$ cat src/hw/rtl/clr_pkg.sv
// Shared constants and types for the clamped line rasterizer.
package clr_pkg;

  localparam int DEF_MAX_SCREEN_DIM = 4096;
  localparam int DEF_COORD_WIDTH    = 16;
  localparam int FIFO_DEPTH         = 4;

  localparam int ADDR_W   = 32;
  localparam int SCREEN_W = 13;
  localparam int PITCH_W  = 16;
  localparam int BPP_W    = 3;
  localparam int CHAN_W   = 8;
  localparam int COLOUR_W = 3 * CHAN_W;
  localparam int XSTEP_W  = BPP_W + 1;
  localparam int YSTEP_W  = PITCH_W + 1;
  localparam int DSTEP_W  = YSTEP_W + 1;

  localparam int CFG_IDX_W  = 3;
  localparam int CFG_DATA_W = 32;

  localparam logic [CFG_IDX_W-1:0] REG_FB_BASE       = 3'd0;
  localparam logic [CFG_IDX_W-1:0] REG_SCREEN_WIDTH  = 3'd1;
  localparam logic [CFG_IDX_W-1:0] REG_SCREEN_HEIGHT = 3'd2;
  localparam logic [CFG_IDX_W-1:0] REG_ROW_PITCH     = 3'd3;
  localparam logic [CFG_IDX_W-1:0] REG_PIXEL_BYTES   = 3'd4;

  localparam logic [BPP_W-1:0] BPP_24 = 3'd3;
  localparam logic [BPP_W-1:0] BPP_32 = 3'd4;

  localparam logic MODE_START = 1'b0;
  localparam logic MODE_STEP  = 1'b1;

  localparam logic [ADDR_W-1:0]   RST_FB_BASE       = 32'd0;
  localparam logic [SCREEN_W-1:0] RST_SCREEN_WIDTH  = 13'd640;
  localparam logic [SCREEN_W-1:0] RST_SCREEN_HEIGHT = 13'd480;
  localparam logic [PITCH_W-1:0]  RST_ROW_PITCH     = 16'd2560;
  localparam logic [BPP_W-1:0]    RST_PIXEL_BYTES   = BPP_32;

  typedef struct packed {
    logic [ADDR_W-1:0]   fb_base;
    logic [SCREEN_W-1:0] screen_width;
    logic [SCREEN_W-1:0] screen_height;
    logic [PITCH_W-1:0]  row_pitch;
    logic [BPP_W-1:0]    pixel_bytes;
  } cfg_t;

endpackage

$ cat src/hw/rtl/clr_if.sv
// Valid/ready channel interfaces for line requests and pixel writes.
interface clr_in_if #(
  parameter int COORD_WIDTH = 16
);
  logic                          valid;
  logic                          ready;
  logic                          mode;
  logic signed [COORD_WIDTH-1:0] x_start;
  logic signed [COORD_WIDTH-1:0] y_start;
  logic signed [COORD_WIDTH-1:0] x_end;
  logic signed [COORD_WIDTH-1:0] y_end;
  logic [7:0]                    blue;
  logic [7:0]                    green;
  logic [7:0]                    red;

  modport source (output valid, mode, x_start, y_start, x_end, y_end, blue, green, red,
                  input ready);
  modport sink   (input valid, mode, x_start, y_start, x_end, y_end, blue, green, red,
                  output ready);
endinterface

interface clr_out_if;
  logic        valid;
  logic        ready;
  logic [31:0] write_address;
  logic [7:0]  out_blue;
  logic [7:0]  out_green;
  logic [7:0]  out_red;
  logic        write_alpha;
  logic        last_pixel;

  modport source (output valid, write_address, out_blue, out_green, out_red, write_alpha,
                  last_pixel, input ready);
  modport sink   (input valid, write_address, out_blue, out_green, out_red, write_alpha,
                  last_pixel, output ready);
endinterface

$ cat src/hw/rtl/clr_front.sv
// Front end: takes requests, clamps endpoints and builds line setup commands.
module clr_front import clr_pkg::*; #(
  parameter int  MAX_SCREEN_DIM = DEF_MAX_SCREEN_DIM,
  parameter int  COORD_WIDTH    = DEF_COORD_WIDTH,
  parameter type cmd_t          = logic
) (
  input  logic      clk_i,
  input  logic      rst_ni,
  input  cfg_t      cfg_i,
  clr_in_if.sink    in_i,
  output logic      push_o,
  output cmd_t      cmd_o,
  input  logic      full_i
);

  localparam int DIM_W = $clog2(MAX_SCREEN_DIM + 1);
  localparam int PIX_W = $clog2(MAX_SCREEN_DIM);
  localparam int CMP_W = ((COORD_WIDTH > DIM_W) ? COORD_WIDTH : DIM_W) + 1;

  function automatic logic [DIM_W-1:0] eff_dim(input logic [SCREEN_W-1:0] d);
    logic [DIM_W-1:0] r;
    if (d == '0) begin
      r = DIM_W'(1);
    end else if (32'(d) > 32'(MAX_SCREEN_DIM)) begin
      r = DIM_W'(MAX_SCREEN_DIM);
    end else begin
      r = DIM_W'(d);
    end
    return r;
  endfunction

  function automatic logic [PIX_W-1:0] clamp(input logic signed [COORD_WIDTH-1:0] c,
                                             input logic [DIM_W-1:0] dim);
    logic signed [CMP_W-1:0] cw;
    logic signed [CMP_W-1:0] dw;
    logic [PIX_W-1:0]        r;
    cw = CMP_W'(c);
    dw = $signed(CMP_W'(dim));
    if (cw < 0) begin
      r = '0;
    end else if (cw >= dw) begin
      r = PIX_W'(dim - DIM_W'(1));
    end else begin
      r = PIX_W'(cw);
    end
    return r;
  endfunction

  // Stage 1: registered, clamped request
  logic                s1_q;
  logic                mode_q;
  logic [PIX_W-1:0]    x1_q, y1_q, x2_q, y2_q;
  logic [COLOUR_W-1:0] colour_q;

  logic [DIM_W-1:0] w_dim, h_dim;
  logic             fire_in;

  assign w_dim   = eff_dim(cfg_i.screen_width);
  assign h_dim   = eff_dim(cfg_i.screen_height);
  assign push_o  = s1_q && !full_i;
  assign in_i.ready = !s1_q || !full_i;
  assign fire_in = in_i.valid && in_i.ready;

  always_ff @(posedge clk_i or negedge rst_ni) begin
    if (!rst_ni) begin
      s1_q <= 1'b0;
    end else if (fire_in) begin
      s1_q <= 1'b1;
    end else if (push_o) begin
      s1_q <= 1'b0;
    end
  end

  always_ff @(posedge clk_i) begin
    if (fire_in) begin
      mode_q   <= in_i.mode;
      x1_q     <= clamp(in_i.x_start, w_dim);
      y1_q     <= clamp(in_i.y_start, h_dim);
      x2_q     <= clamp(in_i.x_end, w_dim);
      y2_q     <= clamp(in_i.y_end, h_dim);
      colour_q <= {in_i.red, in_i.green, in_i.blue};
    end
  end

  // Stage 2: deltas, steps and start address
  logic signed [PIX_W:0]          dx, dy;
  logic [PIX_W:0]                 ndx, ndy;
  logic                           x_pos, y_pos, x_major, bpp_ok;
  logic [PIX_W-1:0]               adx, ady, major, minor;
  logic signed [XSTEP_W-1:0]      xstep;
  logic signed [YSTEP_W-1:0]      ystep;
  logic [PIX_W+BPP_W-1:0]         xoff;
  logic [PIX_W+PITCH_W-1:0]       yoff;

  always_comb begin
    dx      = $signed({1'b0, x2_q}) - $signed({1'b0, x1_q});
    dy      = $signed({1'b0, y2_q}) - $signed({1'b0, y1_q});
    ndx     = -dx;
    ndy     = -dy;
    x_pos   = !dx[PIX_W] && (dx != '0);
    y_pos   = !dy[PIX_W] && (dy != '0);
    adx     = x_pos ? dx[PIX_W-1:0] : ndx[PIX_W-1:0];
    ady     = y_pos ? dy[PIX_W-1:0] : ndy[PIX_W-1:0];
    x_major = adx > ady;          // equal deltas go to y
    major   = x_major ? adx : ady;
    minor   = x_major ? ady : adx;
    bpp_ok  = (cfg_i.pixel_bytes == BPP_24) || (cfg_i.pixel_bytes == BPP_32);
    xstep   = x_pos ? $signed({1'b0, cfg_i.pixel_bytes}) : -$signed({1'b0, cfg_i.pixel_bytes});
    ystep   = y_pos ? $signed({1'b0, cfg_i.row_pitch}) : -$signed({1'b0, cfg_i.row_pitch});
    xoff    = x1_q * cfg_i.pixel_bytes;
    yoff    = y1_q * cfg_i.row_pitch;

    cmd_o.is_start   = (mode_q == MODE_START);
    cmd_o.active     = bpp_ok && (major != '0);
    cmd_o.address    = cfg_i.fb_base + ADDR_W'(xoff) + ADDR_W'(yoff);
    cmd_o.err        = $signed({2'b0, minor, 1'b0}) - $signed({3'b0, major});
    cmd_o.left       = major;
    cmd_o.maj2       = {major, 1'b0};
    cmd_o.min2       = {minor, 1'b0};
    cmd_o.major_step = x_major ? YSTEP_W'(xstep) : ystep;
    cmd_o.diag_step  = DSTEP_W'(xstep) + DSTEP_W'(ystep);
    cmd_o.alpha      = (cfg_i.pixel_bytes == BPP_32);
    cmd_o.colour     = colour_q;
  end

endmodule

$ cat src/hw/rtl/clr_fifo.sv
// Short command queue between front and back ends.
module clr_fifo import clr_pkg::*; #(
  parameter int  DEPTH = FIFO_DEPTH,
  parameter type cmd_t = logic
) (
  input  logic clk_i,
  input  logic rst_ni,
  input  logic push_i,
  input  cmd_t wdata_i,
  output logic full_o,
  input  logic pop_i,
  output cmd_t rdata_o,
  output logic empty_o
);

  localparam int PTR_W = (DEPTH > 1) ? $clog2(DEPTH) : 1;
  localparam int CNT_W = $clog2(DEPTH + 1);

  cmd_t             mem_q [DEPTH];
  logic [PTR_W-1:0] wr_ptr_q, rd_ptr_q;
  logic [CNT_W-1:0] count_q;
  logic             do_push, do_pop;

  assign full_o  = (count_q == CNT_W'(DEPTH));
  assign empty_o = (count_q == '0);
  assign do_push = push_i && !full_o;
  assign do_pop  = pop_i && !empty_o;
  assign rdata_o = mem_q[rd_ptr_q];

  function automatic logic [PTR_W-1:0] bump(input logic [PTR_W-1:0] p);
    return (p == PTR_W'(DEPTH - 1)) ? '0 : p + PTR_W'(1);
  endfunction

  always_ff @(posedge clk_i or negedge rst_ni) begin
    if (!rst_ni) begin
      wr_ptr_q <= '0;
      rd_ptr_q <= '0;
      count_q  <= '0;
    end else begin
      if (do_push) wr_ptr_q <= bump(wr_ptr_q);
      if (do_pop)  rd_ptr_q <= bump(rd_ptr_q);
      if (do_push && !do_pop) begin
        count_q <= count_q + CNT_W'(1);
      end else if (do_pop && !do_push) begin
        count_q <= count_q - CNT_W'(1);
      end
    end
  end

  always_ff @(posedge clk_i) begin
    if (do_push) mem_q[wr_ptr_q] <= wdata_i;
  end

  a_count_bound: assert property (@(posedge clk_i) disable iff (!rst_ni)
    count_q <= CNT_W'(DEPTH)) else $error("queue count beyond depth");

  a_no_overrun: assert property (@(posedge clk_i) disable iff (!rst_ni)
    !(push_i && full_o)) else $error("push into full queue");

endmodule

$ cat src/hw/rtl/clr_back.sv
// Back end: Bresenham stepper and output register for pixel writes.
module clr_back import clr_pkg::*; #(
  parameter int  MAX_SCREEN_DIM = DEF_MAX_SCREEN_DIM,
  parameter type cmd_t          = logic
) (
  input  logic       clk_i,
  input  logic       rst_ni,
  input  cmd_t       cmd_i,
  input  logic       empty_i,
  output logic       pop_o,
  clr_out_if.source  out_o
);

  localparam int PIX_W = $clog2(MAX_SCREEN_DIM);
  localparam int E_W   = PIX_W + 3;

  logic                      active_q;
  logic [ADDR_W-1:0]         addr_q;
  logic signed [E_W-1:0]     err_q;
  logic [PIX_W-1:0]          left_q;
  logic [PIX_W:0]            maj2_q, min2_q;
  logic signed [YSTEP_W-1:0] mstep_q;
  logic signed [DSTEP_W-1:0] dstep_q;
  logic                      alpha_q;
  logic [COLOUR_W-1:0]       colour_q;

  logic                      out_valid_q;
  logic [ADDR_W-1:0]         out_addr_q;
  logic [COLOUR_W-1:0]       out_colour_q;
  logic                      out_alpha_q, out_last_q;

  logic                      emit, e_ge;
  logic signed [E_W-1:0]     err_sub, err_d;
  logic signed [DSTEP_W-1:0] step;

  assign pop_o = !empty_i && (!out_valid_q || out_o.ready);
  assign emit  = pop_o && !cmd_i.is_start && active_q;
  assign e_ge  = !err_q[E_W-1];

  always_comb begin
    err_sub = e_ge ? $signed(E_W'(maj2_q)) : '0;
    err_d   = err_q - err_sub + $signed(E_W'(min2_q));
    step    = e_ge ? dstep_q : DSTEP_W'(mstep_q);
  end

  always_ff @(posedge clk_i or negedge rst_ni) begin
    if (!rst_ni) begin
      active_q    <= 1'b0;
      out_valid_q <= 1'b0;
    end else begin
      if (pop_o && cmd_i.is_start) begin
        active_q <= cmd_i.active;
      end else if (emit && left_q == PIX_W'(1)) begin
        active_q <= 1'b0;
      end
      if (emit) begin
        out_valid_q <= 1'b1;
      end else if (out_o.ready) begin
        out_valid_q <= 1'b0;
      end
    end
  end

  always_ff @(posedge clk_i) begin
    if (pop_o && cmd_i.is_start) begin
      addr_q   <= cmd_i.address;
      err_q    <= cmd_i.err;
      left_q   <= cmd_i.left;
      maj2_q   <= cmd_i.maj2;
      min2_q   <= cmd_i.min2;
      mstep_q  <= cmd_i.major_step;
      dstep_q  <= cmd_i.diag_step;
      alpha_q  <= cmd_i.alpha;
      colour_q <= cmd_i.colour;
    end else if (emit) begin
      addr_q <= addr_q + ADDR_W'(step);
      err_q  <= err_d;
      left_q <= left_q - PIX_W'(1);
    end
    if (emit) begin
      out_addr_q   <= addr_q;
      out_colour_q <= colour_q;
      out_alpha_q  <= alpha_q;
      out_last_q   <= (left_q == PIX_W'(1));
    end
  end

  assign out_o.valid         = out_valid_q;
  assign out_o.write_address = out_addr_q;
  assign out_o.out_blue      = out_colour_q[CHAN_W-1:0];
  assign out_o.out_green     = out_colour_q[2*CHAN_W-1:CHAN_W];
  assign out_o.out_red       = out_colour_q[3*CHAN_W-1:2*CHAN_W];
  assign out_o.write_alpha   = out_alpha_q;
  assign out_o.last_pixel    = out_last_q;

  a_active_has_pixels: assert property (@(posedge clk_i) disable iff (!rst_ni)
    active_q |-> left_q != '0) else $error("active line with no pixels left");

  a_last_ends_line: assert property (@(posedge clk_i) disable iff (!rst_ni)
    (emit && left_q == PIX_W'(1)) |=> !active_q) else $error("line still active after last pixel");

  a_err_bound: assert property (@(posedge clk_i) disable iff (!rst_ni)
    active_q |-> err_q < $signed(E_W'(min2_q))) else $error("error term out of range");

  a_last_flag: assert property (@(posedge clk_i) disable iff (!rst_ni)
    (emit && left_q != PIX_W'(1)) |=> active_q && !out_last_q)
    else $error("last flag without line end");

endmodule

$ cat src/hw/rtl/clamped_line_rasterizer_top.sv
// Top level of the clamped line rasterizer: configuration registers and datapath.
//
// Each request on in_i is either a line start (mode 0) or a pixel request (mode 1).
// One request is taken every cycle unless stage 1 waits on a full queue; a pixel request
// on an active line gives one pixel write on out_o. A start clamps both endpoints to the
// screen and forms the start address with x * pixel_bytes and y * row_pitch multiplies
// in the front end; the back end then advances the line with one address add and one
// error-term update per pixel, so pixels stream at one per cycle while commands are
// queued and out_o is ready. A four-entry command queue sits between the two, so the
// input keeps flowing while out_o is stalled until the queue and stage 1 fill. Starts,
// pixel requests without an active line and lines of zero length give no write. Registers
// are written through cfg_we_i and must only change while no requests are in flight.
module clamped_line_rasterizer_top import clr_pkg::*; #(
  parameter int MAX_SCREEN_DIM = DEF_MAX_SCREEN_DIM,
  parameter int COORD_WIDTH    = DEF_COORD_WIDTH
) (
  input  logic                  clk_i,
  input  logic                  rst_ni,
  clr_in_if.sink                in_i,
  clr_out_if.source             out_o,
  input  logic                  cfg_we_i,
  input  logic [CFG_IDX_W-1:0]  cfg_index_i,
  input  logic [CFG_DATA_W-1:0] cfg_data_i
);

  localparam int PIX_W = $clog2(MAX_SCREEN_DIM);
  localparam int E_W   = PIX_W + 3;

  typedef struct packed {
    logic                      is_start;
    logic                      active;
    logic [ADDR_W-1:0]         address;
    logic signed [E_W-1:0]     err;
    logic [PIX_W-1:0]          left;
    logic [PIX_W:0]            maj2;
    logic [PIX_W:0]            min2;
    logic signed [YSTEP_W-1:0] major_step;
    logic signed [DSTEP_W-1:0] diag_step;
    logic                      alpha;
    logic [COLOUR_W-1:0]       colour;
  } cmd_t;

  cfg_t cfg_q;

  always_ff @(posedge clk_i or negedge rst_ni) begin
    if (!rst_ni) begin
      cfg_q.fb_base       <= RST_FB_BASE;
      cfg_q.screen_width  <= RST_SCREEN_WIDTH;
      cfg_q.screen_height <= RST_SCREEN_HEIGHT;
      cfg_q.row_pitch     <= RST_ROW_PITCH;
      cfg_q.pixel_bytes   <= RST_PIXEL_BYTES;
    end else if (cfg_we_i) begin
      unique case (cfg_index_i)
        REG_FB_BASE:       cfg_q.fb_base       <= cfg_data_i[ADDR_W-1:0];
        REG_SCREEN_WIDTH:  cfg_q.screen_width  <= cfg_data_i[SCREEN_W-1:0];
        REG_SCREEN_HEIGHT: cfg_q.screen_height <= cfg_data_i[SCREEN_W-1:0];
        REG_ROW_PITCH:     cfg_q.row_pitch     <= cfg_data_i[PITCH_W-1:0];
        REG_PIXEL_BYTES:   cfg_q.pixel_bytes   <= cfg_data_i[BPP_W-1:0];
        default: ;
      endcase
    end
  end

  logic push, full, pop, empty;
  cmd_t push_cmd, pop_cmd;

  clr_front #(
    .MAX_SCREEN_DIM(MAX_SCREEN_DIM),
    .COORD_WIDTH   (COORD_WIDTH),
    .cmd_t         (cmd_t)
  ) u_front (
    .clk_i  (clk_i),
    .rst_ni (rst_ni),
    .cfg_i  (cfg_q),
    .in_i   (in_i),
    .push_o (push),
    .cmd_o  (push_cmd),
    .full_i (full)
  );

  clr_fifo #(
    .DEPTH(FIFO_DEPTH),
    .cmd_t(cmd_t)
  ) u_fifo (
    .clk_i   (clk_i),
    .rst_ni  (rst_ni),
    .push_i  (push),
    .wdata_i (push_cmd),
    .full_o  (full),
    .pop_i   (pop),
    .rdata_o (pop_cmd),
    .empty_o (empty)
  );

  clr_back #(
    .MAX_SCREEN_DIM(MAX_SCREEN_DIM),
    .cmd_t         (cmd_t)
  ) u_back (
    .clk_i   (clk_i),
    .rst_ni  (rst_ni),
    .cmd_i   (pop_cmd),
    .empty_i (empty),
    .pop_o   (pop),
    .out_o   (out_o)
  );

endmodule
$ cat src/flat_wrapper.sv
// flat-port wrapper written by rule: the top's interface ports become plain ports
module clamped_line_rasterizer_top_flat import clr_pkg::*;
#(
  parameter int MAX_SCREEN_DIM = DEF_MAX_SCREEN_DIM,
  parameter int COORD_WIDTH    = DEF_COORD_WIDTH
)
  (clk_i, rst_ni, cfg_we_i, cfg_index_i, cfg_data_i, in_i_valid, in_i_mode, in_i_x_start, in_i_y_start, in_i_x_end, in_i_y_end, in_i_blue, in_i_green, in_i_red, in_i_ready, out_o_valid, out_o_write_address, out_o_out_blue, out_o_out_green, out_o_out_red, out_o_write_alpha, out_o_last_pixel, out_o_ready);
  clr_in_if #(.COORD_WIDTH(COORD_WIDTH)) in_i_i ();
  clr_out_if out_o_i ();
  input  logic clk_i;
  input  logic rst_ni;
  input  logic cfg_we_i;
  input  logic [CFG_IDX_W-1:0] cfg_index_i;
  input  logic [CFG_DATA_W-1:0] cfg_data_i;
  input wire logic [$bits(in_i_i.valid)-1:0] in_i_valid;
  input wire logic [$bits(in_i_i.mode)-1:0] in_i_mode;
  input wire logic [$bits(in_i_i.x_start)-1:0] in_i_x_start;
  input wire logic [$bits(in_i_i.y_start)-1:0] in_i_y_start;
  input wire logic [$bits(in_i_i.x_end)-1:0] in_i_x_end;
  input wire logic [$bits(in_i_i.y_end)-1:0] in_i_y_end;
  input wire logic [$bits(in_i_i.blue)-1:0] in_i_blue;
  input wire logic [$bits(in_i_i.green)-1:0] in_i_green;
  input wire logic [$bits(in_i_i.red)-1:0] in_i_red;
  output wire logic [$bits(in_i_i.ready)-1:0] in_i_ready;
  output wire logic [$bits(out_o_i.valid)-1:0] out_o_valid;
  output wire logic [$bits(out_o_i.write_address)-1:0] out_o_write_address;
  output wire logic [$bits(out_o_i.out_blue)-1:0] out_o_out_blue;
  output wire logic [$bits(out_o_i.out_green)-1:0] out_o_out_green;
  output wire logic [$bits(out_o_i.out_red)-1:0] out_o_out_red;
  output wire logic [$bits(out_o_i.write_alpha)-1:0] out_o_write_alpha;
  output wire logic [$bits(out_o_i.last_pixel)-1:0] out_o_last_pixel;
  input wire logic [$bits(out_o_i.ready)-1:0] out_o_ready;
  assign in_i_i.valid = in_i_valid;
  assign in_i_i.mode = in_i_mode;
  assign in_i_i.x_start = in_i_x_start;
  assign in_i_i.y_start = in_i_y_start;
  assign in_i_i.x_end = in_i_x_end;
  assign in_i_i.y_end = in_i_y_end;
  assign in_i_i.blue = in_i_blue;
  assign in_i_i.green = in_i_green;
  assign in_i_i.red = in_i_red;
  assign in_i_ready = in_i_i.ready;
  assign out_o_valid = out_o_i.valid;
  assign out_o_write_address = out_o_i.write_address;
  assign out_o_out_blue = out_o_i.out_blue;
  assign out_o_out_green = out_o_i.out_green;
  assign out_o_out_red = out_o_i.out_red;
  assign out_o_write_alpha = out_o_i.write_alpha;
  assign out_o_last_pixel = out_o_i.last_pixel;
  assign out_o_i.ready = out_o_ready;
  clamped_line_rasterizer_top #(.MAX_SCREEN_DIM(MAX_SCREEN_DIM), .COORD_WIDTH(COORD_WIDTH)) u_core (.clk_i(clk_i), .rst_ni(rst_ni), .in_i(in_i_i), .out_o(out_o_i), .cfg_we_i(cfg_we_i), .cfg_index_i(cfg_index_i), .cfg_data_i(cfg_data_i));
endmodule
$ cat config.mk
export PLATFORM = sky130hd
export DESIGN_NAME = clamped_line_rasterizer_top_flat
export DESIGN_NICKNAME = d
export VERILOG_FILES = /design/src/hw/rtl/clr_pkg.sv /design/src/hw/rtl/clr_if.sv /design/src/hw/rtl/clr_front.sv /design/src/hw/rtl/clr_fifo.sv /design/src/hw/rtl/clr_back.sv /design/src/hw/rtl/clamped_line_rasterizer_top.sv /design/src/flat_wrapper.sv
export SDC_FILE = /design/constraint.sdc
export NUM_CORES = 2
export LEC_CHECK = 0
export BUFFER_PORTS_ARGS = -buffer_cell sky130_fd_sc_hd__buf_4
export CELL_PAD_IN_SITES_DETAIL_PLACEMENT = 1
export CELL_PAD_IN_SITES_GLOBAL_PLACEMENT = 1
export CORE_ASPECT_RATIO = 1.75
export CORE_MARGIN = 10
export CORE_UTILIZATION = 25
export CTS_BUF_LIST = sky130_fd_sc_hd__clkbuf_8
export DETAILED_ROUTE_END_ITERATION = 6
export HOLD_SLACK_MARGIN = 0.02
export PLACE_DENSITY = 0.54
export SLEW_MARGIN = 40
export SYNTH_ARGS = -nofsm -noshare
export SYNTH_HDL_FRONTEND = slang
export SYNTH_HIERARCHICAL = 1
export SYNTH_SLANG_ARGS = --single-unit
$ cat constraint.sdc
create_clock -name clk_i -period 7.45 [get_ports clk_i]
set_input_delay 1.1175 -clock clk_i [delete_from_list [all_inputs] [get_ports clk_i]]
set_output_delay 1.1175 -clock clk_i [all_outputs]
set_load 0.02 [all_outputs]
==> out/qor.yml <==
antenna_found_initial: 6
multi_input_area_um2: 21550
cts_tree: "built"
drt_iter0_drc: 1191
die_area_um2: 226800
clkTransAtPathRegs_ns: 0.06
dieHeight_um: 622.6
final-setup-viol-count: 0
portBuffers: 188
slew_headroom: 0.4122
worst_ep_arrival_time_ns: 7.74
cp_slowest_stage_delay_ns: 0.42
synth_area_leaders: "edfxtp_1, fa_1, ha_1"
holdCritPathClass: "input port to asynchronous set/reset pin"
synthCells: 3808
ctsHoldBuffers: 0
critPathBufInv: 6
io_pins: 189
skew_ns: 0.1073
final_util: 0.2915
fin_area_um2: 60290
synth_top_area_frac: 0.5002
drv_cap: 0
cp_max_fo: 8
cpMostUsedCell: "buf_4"
place_congestion: 0.8182
yosys_warnings: 6
use_met3: 0.01696
grt_pass1_wl_mm: 215.7
postSynthAreaPerCell_um2: 13.62
cts_root_buffer: "clkbuf_8"
post-route-period-util: 0.9418
start_util: 0.2508
layout_min_cycle_time_ns: 7.016
antenna_left: 0
dpl_cell_area_um2: 57260
final_max_slew_viol_count: 0
synth-async-reset-ratio: 0.09148
dp_hpwl_mm: 106.1
first_pass_iters: 5
area_growth_pct: 16.23
worst_slew_pin_slew_ns: 0.8816
clk_path_buf_depth: 4
critPathKind: "flip-flop to flip-flop"
core_area_um2: 206800
hold_ws_ns: 0.1919
num_vias: 31106
grt_most_used_layer: "met2"
yosysTopAreaCell: "edfxtp_1"
synth_seq_cells: 951
wl_per_cell_um: 20.38
cpLargestDelayFamily: "compound AO/OA/AOI/OAI gates"
cts_buffers: 158
grt_max_degree: 102
fillers: 22433
drive_gt1_frac: 0.2066
hold_viol: 0
first_global_vias: 35451
seqCellArea_um2: 28140
wirelength_mm: 142.0
yosysSeqAreaShare: 0.5424
overflow: 0
met2_usage: 0.2447
h-tree-depth: 4
cp-start-kind: "flip-flop"
grt_use_met1: 0.1306
required_ns: 8.17
ys_types: 107
synth-edff-count: 864
endpoint_kind: "flip-flop"
ys.flop_type: "edfxtp_1"
num-nets-final: 4799
track_usage: 0.1239
synth_area_um2: 51870
drc: 0
clk_latency_ns: 0.88
cts_sinks: 951
via_per_inst: 4.464
status: "completed"
fmax_mhz: 142.5
fp.dieW_um: 364.3
critical-path-slowest-cell: "fa_1"
rows: 221
==> final timing paths <==
| kind | from | to | slack, ns | cells past startpoint |
|---|---|---|---|---|
| setup / recovery | u_core/u_front/x1_q[0] | u_core/u_fifo/mem_q[2][109] | 0.43 | 31 |
| hold / removal | rst_ni | u_core/cfg_q[60] | 0.19 | 1 |
| setup reg to reg | u_core/u_front/x1_q[0] | u_core/u_fifo/mem_q[2][109] | 0.43 | 31 |
| hold reg to reg | u_core/u_back/colour_q[19] | u_core/u_back/out_colour_q[19] | 0.41 | 0 |
| max in group asynchronous | rst_ni | u_core/cfg_q[38] | 6.24 | 2 |
| min in group clk_i | u_core/u_back/colour_q[19] | u_core/u_back/out_colour_q[19] | 0.41 | 0 |
==> sequential cells by signal, indices dropped and copies added, names as in the netlist, 15 cells and up <==
register / count
u_core/cfg_q: 77
u_core/u_back/addr_q: 32
u_core/u_back/colour_q: 24
u_core/u_back/dstep_q: 18
u_core/u_back/err_q: 15
u_core/u_back/mstep_q: 17
u_core/u_back/out_colour_q: 24
u_core/u_back/out_o.write_address: 32
u_core/u_fifo/mem_q: 588
u_core/u_front/colour_q: 24
==> repair_timing <==
item	in CTS	in global routing
setup endpoints to repair	0	55
setup buffers	0	4
resized for setup	0	25
==> cells in the final DEF, fill, tap and decap left out, types with 15 or more instances in the layout <==
| cell | instances |
|---|---|
| edfxtp_1 | 864 |
| inv_1 | 437 |
| buf_4 | 346 |
| nand2_1 | 316 |
| ha_1 | 268 |
| fa_1 | 220 |
| nor2_1 | 205 |
| a21oi_1 | 162 |
| clkbuf_8 | 160 |
| mux4_2 | 147 |
| xnor2_1 | 104 |
| o21ai_0 | 99 |
| mux2_2 | 96 |
| dfrtp_1 | 76 |
| and2_1 | 74 |
| xor2_1 | 57 |
| mux2i_1 | 49 |
| nor3_1 | 42 |
| nor2b_1 | 38 |
| a21o_1 | 38 |
| clkinv_1 | 37 |
| nand3_1 | 36 |
| o21a_1 | 24 |
| o21bai_1 | 24 |
| nand2b_1 | 22 |
| a211oi_1 | 21 |
| clkinv_2 | 20 |
| nand4_1 | 17 |
| o31ai_1 | 16 |
| nor4_1 | 16 |
| a31oi_1 | 15 |
==> worst reg2reg max path: cells and delay by family (launching register included) <==
kind	cells	cell delay, ns
DFF	1	0.40
adders and majority gates	4	1.32
AOI/OAI and AO/OA	11	2.19
and+or+nand+nor	9	1.98
buffers and inverters	6	0.89
xor gates and xnor gates	1	0.20
==> layer usage <==
metal | wire (µm) | part of all wire
met1 | 53650 | 0.38
met2 | 79330 | 0.56
met3 | 4315 | 0.030
met4 | 4676 | 0.033
met5 | 27 | 0.00019
==> metrics by stage <==
stage               setup TNS, ns  setup WS, ns  instances
floorplan                       0      0.001098       3809
global route             -0.08235      -0.02065       6966
detailed placement              0       0.06045       6693
CTS                             0       0.08150       6960
finish                          0        0.4338       6968
global placement                0        0.1182       6690
==> Yosys cell counts (all sizes together) (36+ instances only) <==
master	count
edfxtp	864
mux2i	50
buf	64
a21oi	167
mux2	98
nor3	43
nor2b	39
and2	79
ha	268
fa	220
a21o	38
mux4	147
o21ai	113
xnor2	105
xor2	57
clkbuf	82
nand2	318
inv	408
nand3	36
dfrtp	78
nor2	206
==> area by class of cell <==
type | count | area share
well taps | 2676 | 0.05554
inverters | 409 | 0.02561
repair buffers | 359 | 0.04697
multi-input cells | 2303 | 0.3574
diodes | 3 | 0.0001245
clock inverters | 107 | 0.01100
clock buffers | 160 | 0.03653
flip-flops and latches | 951 | 0.4668
==> cell families after synthesis <==
family,share of synthesized area
adder cells (fa/ha/maj),0.1498
AND/OR/NAND/NOR,0.07914
AO/OA/AOI/OAI,0.06153
XOR/XNOR,0.02735
multiplexers,0.09499
flip-flops,0.5424
buffers and inverters,0.04475
other,0.00007230
Power is left out: the tool's default activity adds up to more than one toggle a clock period on the data nets, which glitch-free logic cannot reach.
